[src/hw/rtl/pac_pkg.sv]
// pac_pkg: widths, saturation limits and the controller/datapath interface structs
// for the polygon area and centroid block
// no dependencies
package pac_pkg;

   localparam int COORD_BITS   = 16;                 // signed q8.8 coordinate
   localparam int PROD_BITS    = 2 * COORD_BITS;     // one coordinate product
   localparam int CROSS_BITS   = PROD_BITS + 1;      // px*qy - qx*py
   localparam int PAIR_BITS    = COORD_BITS + 1;     // px + qx
   localparam int WPROD_BITS   = PAIR_BITS + CROSS_BITS;
   localparam int AREA_BITS    = 48;                 // doubled area, wraps
   localparam int WSUM_BITS    = 64;                 // weighted sums, wrap
   localparam int DEN_BITS     = AREA_BITS + 2;      // three times the doubled area
   localparam int QIDX_BITS    = $clog2(COORD_BITS);
   localparam int STEP_BITS    = $clog2(COORD_BITS + 1);
   localparam int DIV_BITS     = WSUM_BITS + 2;      // shifted divisor

   localparam logic [COORD_BITS-1:0] SAT_POS = {1'b0, {(COORD_BITS-1){1'b1}}};
   localparam logic [COORD_BITS-1:0] SAT_NEG = {1'b1, {(COORD_BITS-1){1'b0}}};

   localparam int MAX_VERTICES_DEF = 65536;

   // controller to datapath
   typedef struct packed {
      logic load_in;     // capture the accepted word
      logic first_cap;   // first vertex of a polygon
      logic mul;         // edge products and pair sums
      logic close;       // closing edge: current to first vertex
      logic xprod;       // cross product
      logic acc;         // area sum and weighted products
      logic sum;         // weighted sums
      logic prep;        // denominator and degenerate flag
      logic div_start;
      logic div_sel_y;   // divide the y sum
      logic store_x;
      logic store_y;
      logic load_out;    // fill the result register
      logic ovf;         // overflow flag for the result
      logic clear;       // start a new polygon
   } pac_cmd_type;

   // datapath to controller
   typedef struct packed {
      logic last;
      logic degen;
      logic div_done;
   } pac_stat_type;

endpackage

[src/hw/rtl/pac_ctrl.sv]
// pac_ctrl: sequencer for vertex intake, edge steps, the two divisions and the
// result handshake; owns the vertex count; uses pac_pkg
module pac_ctrl #(
   parameter int MAX_VERTICES = pac_pkg::MAX_VERTICES_DEF
) (
   input  logic                  clock,
   input  logic                  reset,
   input  logic                  in_valid,
   output logic                  in_ready,
   output logic                  out_valid,
   input  logic                  out_ready,
   input  pac_pkg::pac_stat_type stat,
   output pac_pkg::pac_cmd_type  cmd
);

   localparam int CNT_BITS = $clog2(MAX_VERTICES + 2);
   localparam logic [CNT_BITS-1:0] CNT_MAX = CNT_BITS'(MAX_VERTICES);

   typedef enum logic [3:0] {
      S_IDLE,
      S_UPDATE,
      S_MUL,
      S_CROSS,
      S_ACC,
      S_SUM,
      S_PREP,
      S_DIVX,
      S_WAITX,
      S_DIVY,
      S_WAITY,
      S_OUT
   } state_type;

   state_type           state_ff;
   logic [CNT_BITS-1:0] count_ff;
   logic                close_ff;
   logic                valid_ff;
   logic                out_free;

   assign out_free = !valid_ff || out_ready;

   always_ff @(posedge clock) begin
      if (reset) begin
         state_ff <= S_IDLE;
         count_ff <= '0;
         close_ff <= 1'b0;
         valid_ff <= 1'b0;
      end else begin
         if (out_ready) begin
            valid_ff <= 1'b0;
         end
         unique case (state_ff)
            S_IDLE: begin
               if (in_valid) begin
                  state_ff <= S_UPDATE;
               end
            end
            S_UPDATE: begin
               if (count_ff <= CNT_MAX) begin
                  count_ff <= count_ff + 1'b1;
               end
               state_ff <= S_MUL;
            end
            S_MUL:   state_ff <= S_CROSS;
            S_CROSS: state_ff <= S_ACC;
            S_ACC:   state_ff <= S_SUM;
            S_SUM: begin
               if (close_ff) begin
                  state_ff <= S_PREP;
               end else if (stat.last) begin
                  close_ff <= 1'b1;
                  state_ff <= S_MUL;
               end else begin
                  state_ff <= S_IDLE;
               end
            end
            S_PREP: begin
               // area taken from the sums before the flag settles, so decide in S_DIVX
               state_ff <= S_DIVX;
            end
            S_DIVX: begin
               state_ff <= stat.degen ? S_OUT : S_WAITX;
            end
            S_WAITX: begin
               if (stat.div_done) begin
                  state_ff <= S_DIVY;
               end
            end
            S_DIVY:  state_ff <= S_WAITY;
            S_WAITY: begin
               if (stat.div_done) begin
                  state_ff <= S_OUT;
               end
            end
            S_OUT: begin
               if (out_free) begin
                  valid_ff <= 1'b1;
                  count_ff <= '0;
                  close_ff <= 1'b0;
                  state_ff <= S_IDLE;
               end
            end
            default: state_ff <= S_IDLE;
         endcase
      end
   end

   always_comb begin
      cmd           = '0;
      cmd.close     = close_ff;
      cmd.ovf       = count_ff > CNT_MAX;
      cmd.load_in   = (state_ff == S_IDLE) && in_valid;
      cmd.first_cap = (state_ff == S_UPDATE) && (count_ff == '0);
      cmd.mul       = (state_ff == S_MUL);
      cmd.xprod     = (state_ff == S_CROSS);
      cmd.acc       = (state_ff == S_ACC);
      cmd.sum       = (state_ff == S_SUM);
      cmd.prep      = (state_ff == S_PREP);
      cmd.div_start = ((state_ff == S_DIVX) && !stat.degen) || (state_ff == S_DIVY);
      cmd.div_sel_y = (state_ff == S_DIVY);
      cmd.store_x   = (state_ff == S_WAITX) && stat.div_done;
      cmd.store_y   = (state_ff == S_WAITY) && stat.div_done;
      cmd.load_out  = (state_ff == S_OUT) && out_free;
      cmd.clear     = cmd.load_out;
   end

   assign in_ready  = (state_ff == S_IDLE);
   assign out_valid = valid_ff;

endmodule

[config.mk]
export PLATFORM = sky130hd
export DESIGN_NAME = pac_ctrl
export DESIGN_NICKNAME = d
export VERILOG_FILES = /design/src/hw/rtl/pac_pkg.sv /design/src/hw/rtl/pac_ctrl.sv
export SDC_FILE = /design/constraint.sdc
export NUM_CORES = 1
export LEC_CHECK = 0
export ABC_AREA = 1
export BUFFER_PORTS_ARGS = -buffer_cell sky130_fd_sc_hd__buf_2
export CORE_MARGIN = 3
export CORE_UTILIZATION = 50
export CTS_CLUSTER_DIAMETER = 40
export CTS_CLUSTER_SIZE = 10
export DETAILED_ROUTE_END_ITERATION = 10
export PLACE_DENSITY = 0.71
export SYNTH_ARGS = -nofsm -noshare
export SYNTH_HDL_FRONTEND = slang
export SYNTH_SLANG_ARGS = --single-unit
[constraint.sdc]
create_clock -name clock -period 3 [get_ports clock]
set_input_delay 0.75 -clock clock [delete_from_list [all_inputs] [get_ports clock]]
set_output_delay 0.75 -clock clock [all_outputs]
set_load 0.03 [all_outputs]
==> flow_summary.ini <==
[status]
status = finished, final reports clean

[drt]
drc_errors = 0
ant_nets = 0
vias = 1681
first_pass_iters = 4
drtIter0Drc = 108
wirelength_um = 3740
wl_per_cell_um = 10.9
viasPerCell = 4.90

[cells_and_area]
nets = 309
antenna_cells = 0
drive_gt1_share_pct = 12.4
area_growth_syn_to_layout_pct = 8.09

[critical_path]
worst-path-buf-inv = 2
rr_endpoint = count_ff[0]
crit_path_end_kind = output port
reg2reg_slack_ps = 1150
slowest_stage = dfxtp_1
crit_family = flip-flops
cp_slowest_stage_delay_ps = 490
r2r_start = count_ff[0]
critPathKind = flop to output port
path_cells = nand2_4, nor2_8, inv_2, a21oi_1, buf_2
crit_path_start_kind = flop
reg2regPathDepth = 10
arrival_ps = 1760
cp_data_required_time_ps = 2250
crit_fanout = 14

[yosys]
yosys_warnings = 0
synth_top_area_cell = dfxtp_1
syn_inst = 280
yosysTopAreaCellShare_pct = 27.8
synth_seq_cells = 23
synthTopCellsByArea = dfxtp_1 28%, nand2_1 14%, nand3_1 13%, nor2_1 12%, inv_1 9.5%
yosysSeqAreaShare_pct = 27.8
syn_avg_cell_area_um2 = 5.91
synth_fp_nets = 289
yosysUniqueCellTypes = 29
syn-cell-area_mm2 = 0.00166

[timing]
fin_setup_tns_ps = 0
tightest_slew_ps = 468
post-route-period-util_pct = 83.6
rsz0062_at_grt = false
setup-violations-final = 0
maxSlewViolCount = 0
max_clock_freq_ghz = 0.399
hold_viol_final = 0
layout_setup_ws_ps = 492
skew_ps = 14.4
layout_min_cycle_time_ps = 2510
relSlewSlack_pct = 68.8

[die]
design.core.area_mm2 = 0.00310
die_x_um = 63.5
die_h_um = 63.5
pin_count = 24
dieArea_mm2 = 0.00404
num_rows = 20
initial_core_util_pct = 53.3

[cts]
clock_sinks = 23
clk_pin_slew_ps = 140
h-tree-depth = 1
cts_hold_buffers = 0
cts_buffer_depth = 2
cts_resized = 0
cts_buffers = 3
cts_tree = yes
cts_setup_buffers = 0
insertion_delay_ps = 320
root_buffer = clkbuf_4

[global_routing]
antenna_found_initial = 0
grt_usage_pct = 20.1
grt_max_degree = 20
grt_overflow = 0
grt_pass1_wl_um = 6710
first_global_vias = 1555

[min_path]
whs_path_depth = 2
min_to = out_valid
worst_hold_startpoint = out_valid
hp-class = flop to flop

[job]
drv_cap = 0

[placed_design]
io_buffers = 23
dp_hpwl_um = 2820
gp_congestion = 0.853
post-place-ws_ps = 867

[power_and_ir_drop]
power_frac_comb_pct = 51.8
power_switching_uw = 573
ir_drop_v = 0.000404
p_seq_share_pct = 35.3
netSwitchingFraction_pct = 50.1
p_per_area_mw_per_mm2 = 639
p_leak_nw = 0.892
p_int_uw = 570
clkPwrFrac_pct = 12.9
==> cells in the final DEF (no fill, tap or decap), types with 2 or more instances in the layout <==
cell type | synthesis | routed
o21ai_0 | 9 | 9
nand2_1 | 63 | 63
dfxtp_1 | 23 | 23
o21bai_1 | 2 | 2
o21ai_1 | 2 | 2
ha_1 | 2 | 2
nand4_1 | 3 | 3
buf_2 | 0 | 23
nand3_2 | 2 | 2
nor2_1 | 52 | 52
nand2_4 | 2 | 2
inv_1 | 42 | 42
nand2_2 | 3 | 3
a21oi_1 | 12 | 12
nor3_1 | 4 | 4
clkbuf_4 | 0 | 3
nand3_1 | 42 | 42
==> area by class of cell <==
cell class,count,area (um2)
fill,344,1310
multi-input combinational,205,963
sequential,23,460
inverter,44,168
timing repair buffer,23,115
tap,44,55.1
clock buffer,3,22.5
clock inverter,1,5.00
==> per-stage QoR <==
stage          instance area, um2  power, mW  hold WS (ps)  std cells  util, %
2_1_floorplan                1660      0.903           480        280        -
3_3_place_gp                 1760      0.996           494        339     56.8
3_5_place_dp                 1760      0.999           495        339     56.8
4_1_cts                      1790       1.15           513        343     57.7
5_1_grt                      1790       1.24           525        343     57.7
6_report                     1790       1.14           519        343     57.7
==> routing by layer <==
metal	up-vias	track usage (%)	share of wire (%)
met3	4	4.10	4.4
met4	0	4.04	0.62
li1	919	-	-
met5	-	0	0
met2	30	31.7	42
met1	728	28.3	53
==> power groups by stage <==
| stage | clock network [mW] | logic (mW) | registers [mW] |
|---|---|---|---|
| finish | 0.147 | 0.593 | 0.403 |
| global route | 0.164 | 0.663 | 0.412 |
| floorplan | 0 | 0.503 | 0.400 |
| global placement | 0 | 0.588 | 0.408 |
| CTS | 0.154 | 0.592 | 0.402 |
| detailed placement | 0 | 0.591 | 0.409 |
==> cell usage after synthesis, drive strengths merged <==
cell type and number:
nand4 3, a211oi 1, o32ai 1, nor3 4, nor2 53, o21bai 2, a21oi 12, buf 6
clkbuf 2, o21a 1, nand2 68, nor3b 1, xor2 1, nand3 44, a31oi 1, o21ai 11
inv 44, ha 2, dfxtp 23
==> state kept, by name, summed over array words and instances, names as in the netlist <==
name	flops
close_ff	1
out_valid	1
state_ff	4
count_ff	17
==> worst reg2reg max path: cells and delay by family (launching register included) <==
kind                     cells  cell delay, ps
AND/OR/NAND/NOR              7            1010
flip-flops                   1             410
adder cells (fa/ha/maj)      1             190
buffers and inverters        2             170
==> worst max path at each step <==
stage           startpoint  endpoint  slack (ps)  cells past startpoint
6_report       state_ff[0]    cmd[0]         490                      5
3_5_place_dp   state_ff[0]    cmd[0]         870                      5
3_3_place_gp       stat[1]    cmd[6]         910                      3
4_1_cts        state_ff[0]    cmd[0]         490                      5
2_1_floorplan  state_ff[0]    cmd[2]         440                      6
5_1_grt        state_ff[0]    cmd[0]         390                      5
==> logic make-up after synthesis <==
family / share of synthesized area, %
and+or+nand+nor: 46.5
AOI/OAI and AO/OA: 9.68
buffers and inverters: 14.0
xor gates and xnor gates: 0.529
adders and majority gates: 1.51
DFF: 27.8
(Power assumes the default switching activity.)
